[src/rtl/core/xbe_pkg.sv]
// xbe_pkg: character constants, run type and escape function for the xml byte escaper
// no dependencies
`default_nettype none

package xbe_pkg;

  localparam int unsigned RunMax = 6;

  typedef logic [2:0] run_len_t;
  typedef logic [2:0] run_idx_t;

  typedef struct packed {
    logic [RunMax-1:0][7:0] bytes;
    run_len_t               len;
  } run_t;

  localparam logic [7:0] CH_AMP   = 8'h26;
  localparam logic [7:0] CH_APOS  = 8'h27;
  localparam logic [7:0] CH_QUOT  = 8'h22;
  localparam logic [7:0] CH_LT    = 8'h3c;
  localparam logic [7:0] CH_GT    = 8'h3e;
  localparam logic [7:0] CH_HASH  = 8'h23;
  localparam logic [7:0] CH_SEMI  = 8'h3b;
  localparam logic [7:0] CH_SPACE = 8'h20;
  localparam logic [7:0] CH_DASH  = 8'h2d;
  localparam logic [7:0] CH_TAB   = 8'h09;
  localparam logic [7:0] CH_NL    = 8'h0a;
  localparam logic [7:0] CH_COMMA = 8'h2c;
  localparam logic [7:0] CH_DOT   = 8'h2e;
  localparam logic [7:0] CH_COLON = 8'h3a;
  localparam logic [7:0] CH_LPAR  = 8'h28;
  localparam logic [7:0] CH_RPAR  = 8'h29;
  localparam logic [7:0] CH_LBRK  = 8'h5b;
  localparam logic [7:0] CH_RBRK  = 8'h5d;
  localparam logic [7:0] CH_SLASH = 8'h2f;
  localparam logic [7:0] CH_A     = 8'h61;
  localparam logic [7:0] CH_G     = 8'h67;
  localparam logic [7:0] CH_L     = 8'h6c;
  localparam logic [7:0] CH_M     = 8'h6d;
  localparam logic [7:0] CH_O     = 8'h6f;
  localparam logic [7:0] CH_P     = 8'h70;
  localparam logic [7:0] CH_Q     = 8'h71;
  localparam logic [7:0] CH_S     = 8'h73;
  localparam logic [7:0] CH_T     = 8'h74;
  localparam logic [7:0] CH_U     = 8'h75;

  function automatic logic passes_through(input logic [7:0] c);
    logic pass;
    pass = (c >= 8'h30 && c <= 8'h39) || (c >= 8'h41 && c <= 8'h5a) ||
           (c >= 8'h61 && c <= 8'h7a) ||
           c == CH_SPACE || c == CH_DASH || c == CH_TAB || c == CH_NL ||
           c == CH_COMMA || c == CH_DOT || c == CH_SEMI || c == CH_COLON ||
           c == CH_LPAR || c == CH_RPAR || c == CH_LBRK || c == CH_RBRK ||
           c == CH_HASH || c == CH_SLASH;
    return pass;
  endfunction

  // decimal digits by compare-subtract for hundreds, reciprocal multiply for tens
  function automatic run_t escape_byte(input logic [7:0] c);
    run_t        r;
    logic [1:0]  h;
    logic [6:0]  rem;
    logic [14:0] prod;
    logic [3:0]  tens;
    logic [3:0]  ones;
    r.bytes = '0;
    r.len   = run_len_t'(1);
    if (c >= 8'd200) begin
      h   = 2'd2;
      rem = 7'(c - 8'd200);
    end else if (c >= 8'd100) begin
      h   = 2'd1;
      rem = 7'(c - 8'd100);
    end else begin
      h   = 2'd0;
      rem = 7'(c);
    end
    prod = 15'(rem) * 15'd205;
    tens = 4'(prod >> 11);
    ones = 4'(rem - 7'({3'b000, tens} * 7'd10));
    if (passes_through(c)) begin
      r.bytes[0] = c;
    end else if (c == CH_AMP) begin
      r.bytes[0] = CH_AMP; r.bytes[1] = CH_A; r.bytes[2] = CH_M;
      r.bytes[3] = CH_P;   r.bytes[4] = CH_SEMI;
      r.len = run_len_t'(5);
    end else if (c == CH_APOS) begin
      r.bytes[0] = CH_AMP; r.bytes[1] = CH_A; r.bytes[2] = CH_P;
      r.bytes[3] = CH_O;   r.bytes[4] = CH_S; r.bytes[5] = CH_SEMI;
      r.len = run_len_t'(6);
    end else if (c == CH_QUOT) begin
      r.bytes[0] = CH_AMP; r.bytes[1] = CH_Q; r.bytes[2] = CH_U;
      r.bytes[3] = CH_O;   r.bytes[4] = CH_T; r.bytes[5] = CH_SEMI;
      r.len = run_len_t'(6);
    end else if (c == CH_LT) begin
      r.bytes[0] = CH_AMP; r.bytes[1] = CH_L; r.bytes[2] = CH_T;
      r.bytes[3] = CH_SEMI;
      r.len = run_len_t'(4);
    end else if (c == CH_GT) begin
      r.bytes[0] = CH_AMP; r.bytes[1] = CH_G; r.bytes[2] = CH_T;
      r.bytes[3] = CH_SEMI;
      r.len = run_len_t'(4);
    end else if (c >= 8'd100) begin
      r.bytes[0] = CH_AMP;        r.bytes[1] = CH_HASH;
      r.bytes[2] = {6'h0c, h};    r.bytes[3] = {4'h3, tens};
      r.bytes[4] = {4'h3, ones};  r.bytes[5] = CH_SEMI;
      r.len = run_len_t'(6);
    end else if (c >= 8'd10) begin
      r.bytes[0] = CH_AMP;        r.bytes[1] = CH_HASH;
      r.bytes[2] = {4'h3, tens};  r.bytes[3] = {4'h3, ones};
      r.bytes[4] = CH_SEMI;
      r.len = run_len_t'(5);
    end else begin
      r.bytes[0] = CH_AMP;        r.bytes[1] = CH_HASH;
      r.bytes[2] = {4'h3, ones};  r.bytes[3] = CH_SEMI;
      r.len = run_len_t'(4);
    end
    return r;
  endfunction

endpackage

`default_nettype wire

[src/rtl/core/xml_byte_escaper.sv]
// xml_byte_escaper: top level, escapes one raw byte per request into a run of output bytes
// depends on xbe_pkg
`default_nettype none

// Each input request carries one raw byte and a buffer-end flag. It is held in an
// input register, escaped by short combinational logic (pass-through, one of the five
// named entities, or a decimal character reference) and loaded into a run register of
// up to six bytes, which is then sent one byte per cycle while out_ready is high.
// run_last marks the final byte of each run and buffer_done copies buffer_end onto
// that byte. A run holds one byte for a pass-through character and four to six bytes
// for an escaped one. The input register takes the next request while the current run
// is still being sent, so with a ready consumer the output never stalls between runs.
// Reset clears the valid flags and the output byte pointer.

module xml_byte_escaper
  import xbe_pkg::*;
(
  input  wire logic       clk,
  input  wire logic       rst,
  input  wire logic       in_valid,
  output logic            in_ready,
  input  wire logic [7:0] in_byte,
  input  wire logic       buffer_end,
  output logic            out_valid,
  input  wire logic       out_ready,
  output logic [7:0]      out_byte,
  output logic            run_last,
  output logic            buffer_done
);

  // input register
  logic       a_valid;
  logic [7:0] a_byte;
  logic       a_end;

  // run register with output pointer
  logic     b_valid;
  run_t     b_run;
  logic     b_end;
  run_idx_t b_idx;

  run_t a_run;
  logic out_fire;
  logic b_finish;
  logic a_move;

  // escape the held byte
  assign a_run = escape_byte(a_byte);

  assign out_valid   = b_valid;
  assign out_byte    = b_run.bytes[b_idx];
  assign run_last    = (b_idx == run_idx_t'(b_run.len - run_len_t'(1)));
  assign buffer_done = run_last & b_end;

  assign out_fire = out_valid & out_ready;
  assign b_finish = out_fire & run_last;
  // run register frees up when empty or on its last byte going out
  assign a_move   = a_valid & (~b_valid | b_finish);
  assign in_ready = ~a_valid | a_move;

  always_ff @(posedge clk) begin
    if (rst) begin
      a_valid <= 1'b0;
      b_valid <= 1'b0;
      b_idx   <= '0;
    end else begin
      if (in_valid && in_ready) begin
        a_valid <= 1'b1;
        a_byte  <= in_byte;
        a_end   <= buffer_end;
      end else if (a_move) begin
        a_valid <= 1'b0;
      end

      if (a_move) begin
        b_valid <= 1'b1;
        b_run   <= a_run;
        b_end   <= a_end;
        b_idx   <= '0;
      end else if (b_finish) begin
        b_valid <= 1'b0;
        b_idx   <= '0;
      end else if (out_fire) begin
        b_idx <= b_idx + run_idx_t'(1);
      end
    end
  end

endmodule

`default_nettype wire
[config.mk]
export PLATFORM = sky130hd
export DESIGN_NAME = xml_byte_escaper
export DESIGN_NICKNAME = d
export VERILOG_FILES = /design/src/rtl/core/xbe_pkg.sv /design/src/rtl/core/xml_byte_escaper.sv
export SDC_FILE = /design/constraint.sdc
export NUM_CORES = 1
export LEC_CHECK = 0
export ABC_CLOCK_PERIOD_IN_PS = 12000
export BUFFER_PORTS_ARGS = -buffer_cell sky130_fd_sc_hd__buf_4
export CORE_MARGIN = 4
export CORE_UTILIZATION = 51
export CTS_CLUSTER_DIAMETER = 200
export CTS_CLUSTER_SIZE = 10
export DETAILED_ROUTE_END_ITERATION = 8
export GPL_TIMING_DRIVEN = 0
export PLACE_DENSITY = 0.69
export SLEW_MARGIN = 20
export SYNTH_ARGS = -nofsm -noshare
export SYNTH_HDL_FRONTEND = slang
export SYNTH_SLANG_ARGS = --single-unit
[constraint.sdc]
create_clock -name clk -period 12 [get_ports clk]
set_clock_uncertainty 0.2 [all_clocks]
set_input_delay 1.8 -clock clk [delete_from_list [all_inputs] [get_ports clk]]
set_output_delay 1.8 -clock clk [all_outputs]
set_load 0.01 [all_outputs]
# Yosys cells after proc, flatten, opt, wreduce, memory -nomap -nowiden
# Index checks and enable logic that the tools add are counted.
# Widths: inputs -> output; s select.
# totals
regBits,66
inputBits,13
output_inout_bits,12
elab_cells,125
# op_classes
n_addsub,5
n_mul,2
magnitude_cmp,10
eq_ne,20
n_mux,21
bitwise,9
reduce_logical,31
# ops
cell,count
$eq 8x6->1 const B,15
$mux 49,2
$mux 35,2
$mux 43,1
$mux 41,1
$mux 31,1
$mux 14,2
$bmux 8 s3,1
$ge 8x7->1 const B,3
$eq 8x4->1 const B,2
$eq 8x7->1 const B,2
$le 8x7->1 const B,2
$logic_or 1x1->1,16
$mux 8,2
$mul 7x8->15 const B,1
$mux 7,2
$sub 7x7->7 const B,2
$mux 6,2
$ge 8x4->1 const B,1
$ge 8x6->1 const B,1
$ge 8x8->1 const B,1
$le 8x6->1 const B,1
$reduce_or 7->1,1
$reduce_or 3->1,2
other kinds (18),32

# Logic depth before layout (Yosys ltp)
# Gate-level depths: netlist (run 1).
# logic_depth
word_depth,19
depth_mapped,28
depth_no_buf,27

# Worst setup path before layout (run 1)
# Ideal clock, no wire load.
# synth_path
path_type,register -> register
startpoint,register a_byte[2]
endpoint,register b_run[22] (netlist bit) (data pin)
setup_time_ns,0.135
t_arrival_ns,6.527
required_time_ns,11.665
path_slack_ns,5.138
path_stages_with_launch,29
n_path_buf,1
synth_period_minus_slack_ns,6.862
path_cell_list,edfxtp_1 inv_1 ha_1 nand2b_1 a221o_1 clkbuf_1 a21oi_1 nor3_1 a21oi_1 ha_1 ha_1 fa_1 inv_1 fa_1 inv_1 ha_1 and4_1 nand3_1 or3_4 nand3_1 nand2_1 xor2_1 inv_1 ha_1 fa_1 xnor2_1 xnor3_1 or4_1 nand3_1
# synth_via
elab_chain_len,18
word_cells_on_any_way,61
cone_classes,3 x add/sub; 2 x mul; 9 x order compare; 19 x eq/ne; 9 x mux; 19 x reduce/logical
# synth_lines
element,line_no,rtl
"start, declared",xml_byte_escaper.sv:33,logic [7:0] a_byte;
"start signal, assigned",xml_byte_escaper.sv:69,a_byte <= in_byte;
branches (longest 18 deep; another with $mul 7x8->15),n/a,
"end signal, assigned",xml_byte_escaper.sv:77,b_run <= a_run;
"end, declared",xml_byte_escaper.sv:38,run_t b_run;
# Parallel ways; which one is timed is not known.
# A chain may end at the register's enable or synchronous reset.

# Final worst setup path (run 1)
# Same ends and word-level chain as after synthesis.

==> results of run 1 <==
==> metal layers <==
metal / vias up / global-route usage [%] / part of all wire (%)
met5: - / 0 / 0
met1: 1406 / 25.9 / 43
li1: 1498 / - / -
met4: 0 / 6.64 / 2.5
met2: 98 / 32.7 / 50
met3: 15 / 2.58 / 4.9
==> worst max-delay path by stage <==
stage	end	slack, ps
2_1_floorplan	b_run[22]	5140
3_3_place_gp	b_run[22]	4320
3_5_place_dp	b_run[22]	4120
4_1_cts	b_run[22]	4080
5_1_grt	b_run[22]	3590
6_report	b_run[22]	4110
==> critical path, delay by kind of cell, from the launching register on <==
kind                     cells  cell delay (ps)
adder cells (fa/ha/maj)      8             2810
XOR/XNOR                     3              880
AND/OR/NAND/NOR             10             1900
buffers and inverters        5              790
flip-flops                   1              550
AO/OA/AOI/OAI                2              570
==> cell usage in the layout (no fill, tap or decap), types with 5 or more instances in the layout <==
| cell | instances |
|---|---|
| and2_1 | 8 |
| mux2i_1 | 6 |
| ha_1 | 43 |
| o21ai_0 | 15 |
| clkbuf_1 | 17 |
| nor2_1 | 34 |
| buf_4 | 27 |
| nand3_1 | 15 |
| xnor2_1 | 11 |
| dfxtp_1 | 5 |
| and3_1 | 6 |
| clkbuf_8 | 5 |
| xor2_1 | 5 |
| nand2_1 | 20 |
| fa_1 | 9 |
| nor3_1 | 8 |
| inv_1 | 35 |
| edfxtp_1 | 44 |
| a21oi_1 | 15 |
==> metrics by stage <==
stage                     hold WS (ps)  power [uW]  utilization [%]  setup slack, ps  instances
final                              230         590             59.2             4110        526
after global routing               233         639             59.2             3590        526
after CTS                          229         594             59.2             4080        526
after detailed placement           208         495             58.0             4120        518
after global placement             203         487             57.5             4320        514
after floorplan                    200         431                -             5140        391
==> cell families (layout without fill, tap and decap cells) <==
family,after synthesis,in the layout,share of synthesized area [%]
simple gates,123,123,16.7
compound gates,79,79,14.2
buf+inv,57,93,5.54
fa+ha+maj,52,52,18.3
flops,49,49,36.1
xor+xnor,18,18,4.71
mux,12,12,4.39
other cells,1,1,0.0954
==> report_power, final <==
group,internal [uW],switching [uW]
Combinational,131,157
Clock,41.4,57.2
Sequential,200,4.16
Total,372,218
==> cell type report <==
| cell class | instances | area [sq um] | share of cell area [%] |
|---|---|---|---|
| plain buffers | 21 | 82.6 | 1.89 |
| clock buffers | 5 | 68.8 | 1.58 |
| clock inverters | 3 | 21.3 | 0.487 |
| inverters | 36 | 135 | 3.10 |
| multi-input cells | 285 | 2300 | 52.7 |
| flip-flops and latches | 49 | 1420 | 32.6 |
| well taps | 99 | 124 | 2.84 |
| repair buffers | 28 | 214 | 4.90 |
==> Yosys cell counts, types with 4 or more instances <==
| library cell | number |
|---|---|
| edfxtp_1 | 44 |
| ha_1 | 43 |
| inv_1 | 35 |
| nor2_1 | 34 |
| nand2_1 | 20 |
| clkbuf_1 | 17 |
| a21oi_1 | 15 |
| nand3_1 | 15 |
| o21ai_0 | 15 |
| xnor2_1 | 11 |
| fa_1 | 9 |
| and2_1 | 8 |
| nor3_1 | 8 |
| and3_1 | 6 |
| mux2i_1 | 6 |
| dfxtp_1 | 5 |
| xor2_1 | 5 |
| a211oi_1 | 4 |
| a21o_1 | 4 |
| a221oi_1 | 4 |
| a311oi_1 | 4 |
| a31oi_1 | 4 |
| mux4_2 | 4 |
| nand2b_1 | 4 |
| nor2b_1 | 4 |
==> flip-flops by register name (all words and copies together) (netlist names) <==
register and flops:
a_end 1, a_valid 1, b_end 1, b_idx 3, b_run 34, out_valid 1
a_byte 8
==> out/metrics.cfg, run 1 <==
[routing]
num_vias=3017
wl_per_cell_microns=16.0
detail-route-antenna-nets=0
viasPerCell=5.74
dr.pass1.iters=5
drtIter0Drc=207
routed_wl_microns=8410
remaining_drc_errors=0

[placement]
post_dp_cell_area_sq_um=4280
gp_congestion=0.983
port_buffers=24
place_hpwl_microns=6740

[timing]
setup_violations=0
tightest_slew_ps=681
rsz0062_at_grt=false
hold_viol=0
drv_slew=0
relSlewSlack_pct=54.6
period_share_pct=65.7
fmax_mhz=127
fin_crit_ps=7890
fin_setup_tns_ps=0

[status]
status=finished clean

[setup_path]
crit_path_start=a_byte[2]
r2r_cells=28
path_max_fanout=10
r2r_setup_slack_ps=4110
r2r-end=b_run[22]
arrival_ps=7850
critical_path_class=flop to flop
cpMostUsedCell=ha_1
critPathMaxStageDelay_ps=550
crit_slowest_cell=edfxtp_1
cp-start-kind=flop
required_ps=11960
worstSetupEndpointType=flop
r2r_start=a_byte[2]

[clock_network]
cts_root_buf=clkbuf_8
htreeDepth=2
clk_pin_slew_worst_paths_ps=100
hold_buffers=0
cts_resized=0
cts_buffers=5
ctsLongestPathBuffers=2
cts_sinks=49
clk_latency_ps=310
cts_tree=done
cts_setup_buffers=0

[finish]
diodes=0
areaGrowthSynthToFinish_pct=11.0
nNetsFinal=491
fillerInstances=663
drive_gt1_share_pct=12.6
stdcell_area_sq_um=4370

[min_path]
hp-start=a_end
hp-class=flop to flop
holdPathEnd=b_end
whs_path_depth=0

[logic_synthesis]
synth_top_flop_cell=edfxtp_1
syn-instance-count=391
synth_top_area_share_pct=33.6
synth_top_cell_by_area=edfxtp_1
yosysSeqAreaShare_pct=36.1
synth_edf_count=44
ys_seq_elements=49
synthArstFlopShare_pct=0
synth_cell_types=69
synth.area.top_cells=edfxtp_1, ha_1, fa_1
synth_area_sq_um=3930
avgSynthCellArea_sq_um=10.1
syn_nets=456
yosysWarningCount=0

[grt]
antenna_found_initial=0
grt_pass1_wl_microns=13900
grt-ovfl-total=0
grt_pass1_vias=2870
grt_max_degree=17
grt_usage_pct=19.5

[die]
num_rows=31
initial_core_util_pct=53.4
die_h_microns=95.8
coreArea_sq_um=7370
ios=25
die_x_microns=95.8
dieArea_sq_um=9180

[pwr]
p_leak_uw=0.00181
power_density_nw_per_um2=135
vdd_ir_drop_max_mv=0.103

[run]
drv_cap=0

Power figures use the tool's default switching activity.
==> inputs of run 2 (changes only) <==
--- a/config.mk
+++ b/config.mk
@@ -5,7 +5,7 @@
 export SDC_FILE = /design/constraint.sdc
 export NUM_CORES = 1
 export LEC_CHECK = 0
-export ABC_CLOCK_PERIOD_IN_PS = 12000
+export ABC_CLOCK_PERIOD_IN_PS = 7200
 export BUFFER_PORTS_ARGS = -buffer_cell sky130_fd_sc_hd__buf_4
 export CORE_MARGIN = 4
 export CORE_UTILIZATION = 51
@@ -13,7 +13,7 @@
 export CTS_CLUSTER_SIZE = 10
 export DETAILED_ROUTE_END_ITERATION = 8
 export GPL_TIMING_DRIVEN = 0
-export PLACE_DENSITY = 0.69
+export PLACE_DENSITY = 0.72
 export SLEW_MARGIN = 20
 export SYNTH_ARGS = -nofsm -noshare
 export SYNTH_HDL_FRONTEND = slang
==> constraint.sdc (replaced) <==
create_clock -name clk -period 7.2 [get_ports clk]
set_clock_uncertainty 0.2 [all_clocks]
set_input_delay 1.08 -clock clk [delete_from_list [all_inputs] [get_ports clk]]
set_output_delay 1.08 -clock clk [all_outputs]
set_load 0.01 [all_outputs]
==> run 2 against run 1 <==
Effect of this change:
- core utilization up 2.3 points
- critical path depth down 1
- cell area up 3.8%
- fmax up 14%
- sequential cell count unchanged
- first-iteration DRC count up 15%
- global-route usage down 0.13 points
- highest routed layer unchanged
==> out/metrics.cfg, run 2 (synthesized netlist as in run 1, its figures left out) <==
[status]
status=finished clean

[min_path]
whs_path_depth=0  ; unchanged
hp-class=flop to flop

[setup_path]
critPathMaxStageDelay_ps=510  ; -40 ps
critical_path_class=flop to flop
arrival_ps=6880  ; -970 ps
path_max_fanout=10  ; unchanged
r2r_start=a_byte[3]
r2r_cells=27  ; -3.6%
crit_buf_inv=6  ; +1
cp.depth=27  ; -3.6%
r2r_setup_slack_ps=290  ; -3820 ps
worstSetupEndpointType=flop
cpMostUsedCell=ha_1
cp_top_family=adder cells
required_ps=7170  ; -4790 ps
cp-start-kind=flop
crit_end=b_run[22]
r2r-end=b_run[22]
crit_slowest_cell=fa_1
crit_path_start=a_byte[3]

[finish]
stdcell_count=536  ; +1.9%
nNetsFinal=501  ; +2.0%
final_common_cell=edfxtp_1
areaGrowthSynthToFinish_pct=15.3
largest_reg_flops=34  ; unchanged
stdcell_area_sq_um=4530  ; +3.8%
reg.largest.list=b_run x34, a_byte x8, b_idx x3
drive_gt1_share_pct=18.5  ; +5.9 points
final_cell_mix=edfxtp_1, ha_1, buf_4, nor2_1, inv_1
top_register=b_run
fillerInstances=626  ; -5.6%
diodes=0  ; unchanged

[grt]
grt_pass1_wl_microns=13700  ; -1.7%
grt_max_degree=16  ; -1
grt_pass1_vias=2870  ; unchanged
antenna_found_initial=0  ; unchanged
grt_usage_pct=19.3  ; -0.13 points
grt-ovfl-total=0  ; unchanged

[pwr]
p_leak_uw=0.00189  ; +4.2%
power_uw=1010  ; +71%
vdd_ir_drop_max_mv=0.173  ; +67%
power_density_nw_per_um2=222  ; +64%

[timing]
period_share_pct=96.0  ; +30 points
setup_violations=0  ; unchanged
drv_slew=0  ; unchanged
hold_viol=0  ; unchanged
fmax_mhz=145  ; +14%
relSlewSlack_pct=55.7  ; +1.1 points
fin_crit_ps=6910  ; -979 ps
fin_setup_tns_ps=0  ; unchanged
tightest_slew_ps=664  ; -16.1 ps

[die]
num_rows=31  ; unchanged
initial_core_util_pct=53.4  ; unchanged
dieArea_sq_um=9180  ; unchanged
ios=25  ; unchanged
die_x_microns=95.8  ; unchanged
coreArea_sq_um=7370  ; unchanged
die_h_microns=95.8  ; unchanged

[placement]
gp_congestion=0.960  ; -2.3%
place_hpwl_microns=6500  ; -3.6%
post_dp_cell_area_sq_um=4270  ; about the same
port_buffers=24  ; unchanged
dpl.cell_count=517  ; -0.19%

[clock_network]
htreeDepth=2  ; unchanged
cts_sinks=49  ; unchanged
cts_tree=done
clk_pin_slew_worst_paths_ps=90  ; about the same
ctsLongestPathBuffers=2  ; unchanged
cts_root_buf=clkbuf_8
cts_buffers=5  ; unchanged
clk_latency_ps=300  ; about the same

[routing]
top_layer=met4
drtIter0Drc=239  ; +15%
met2_length_microns=4140  ; -0.60%
detail-route-antenna-nets=0  ; unchanged
num_vias=3056  ; +1.3%
met3_length_microns=396  ; -4.6%
dr.pass1.iters=5  ; unchanged
wl_met1_microns=3650  ; +0.86%
remaining_drc_errors=0  ; unchanged
viasPerCell=5.70  ; -0.60%
wl_per_cell_microns=15.7  ; -2.1%
routed_wl_microns=8390  ; -0.23%

[run]
drv_cap=0  ; unchanged

run 2: report_power, final:
group	switching, uW	total, uW	internal [uW]
sequential	5.83	339	333
clock	89.0	158	69.2
combinational	274	510	236
run 2: through the flow:
stage	setup WS, ps	hold slack (ps)	utilization (%)
floorplan	338	200	-
global placement	-433	201	57.5
detailed placement	-466	206	58.0
CTS	1.38	225	59.8
global route	-47.8	232	61.5
finish	291	225	61.5
run 2: how the worst min path moves through the flow:
stage	start	to
final	a_end	b_end
after detailed placement	a_end	b_end
after CTS	a_end	b_end
after floorplan	a_end	b_end
after global routing	a_end	b_end
after global placement	a_end	b_end
run 2: final cells by class:
class / instances / area (sq um) / share of cell area [%]
inverters: 36 / 135 / 2.98
repair buffers: 39 / 300 / 6.62
multi-input cells: 285 / 2380 / 52.5
clock buffers: 6 / 72.6 / 1.60
flip-flops and latches: 49 / 1420 / 31.4
well taps: 99 / 124 / 2.73
plain buffers: 20 / 85.1 / 1.88
clock inverters: 2 / 13.8 / 0.304
run 2: worst reg2reg max path, stage by stage (launching register included):
cell      delay [ps]
edfxtp_1         440
buf_4            180
buf_4            160
or2_1            220
o311a_1          380
buf_4            200
nor3_4           250
a21oi_4           70
ha_1             300
ha_1             290
fa_1             510
inv_1             50
fa_1             470
inv_1             40
ha_1             280
and4_1           240
nand3_1           90
or3_4            370
nand3_2          100
nand2_2           90
xor2_2           180
inv_1             80
ha_1             200
fa_1             430
xnor2_2          180
xnor3_1          260
or4_1            410
nand3_1          100
run 2: timing repair:
action	CTS	global route
resized for setup	8	16
hold buffers	0	0
pin swaps	0	4
setup buffers	4	8
setup endpoints to repair	6	5
run 2: layer usage:
metal / GRT usage (%) / vias up
met2: 32.9 / 97
met4: 7.23 / 0
met5: 0 / -
li1: - / 1516
met1: 24.7 / 1424
met3: 3.21 / 19
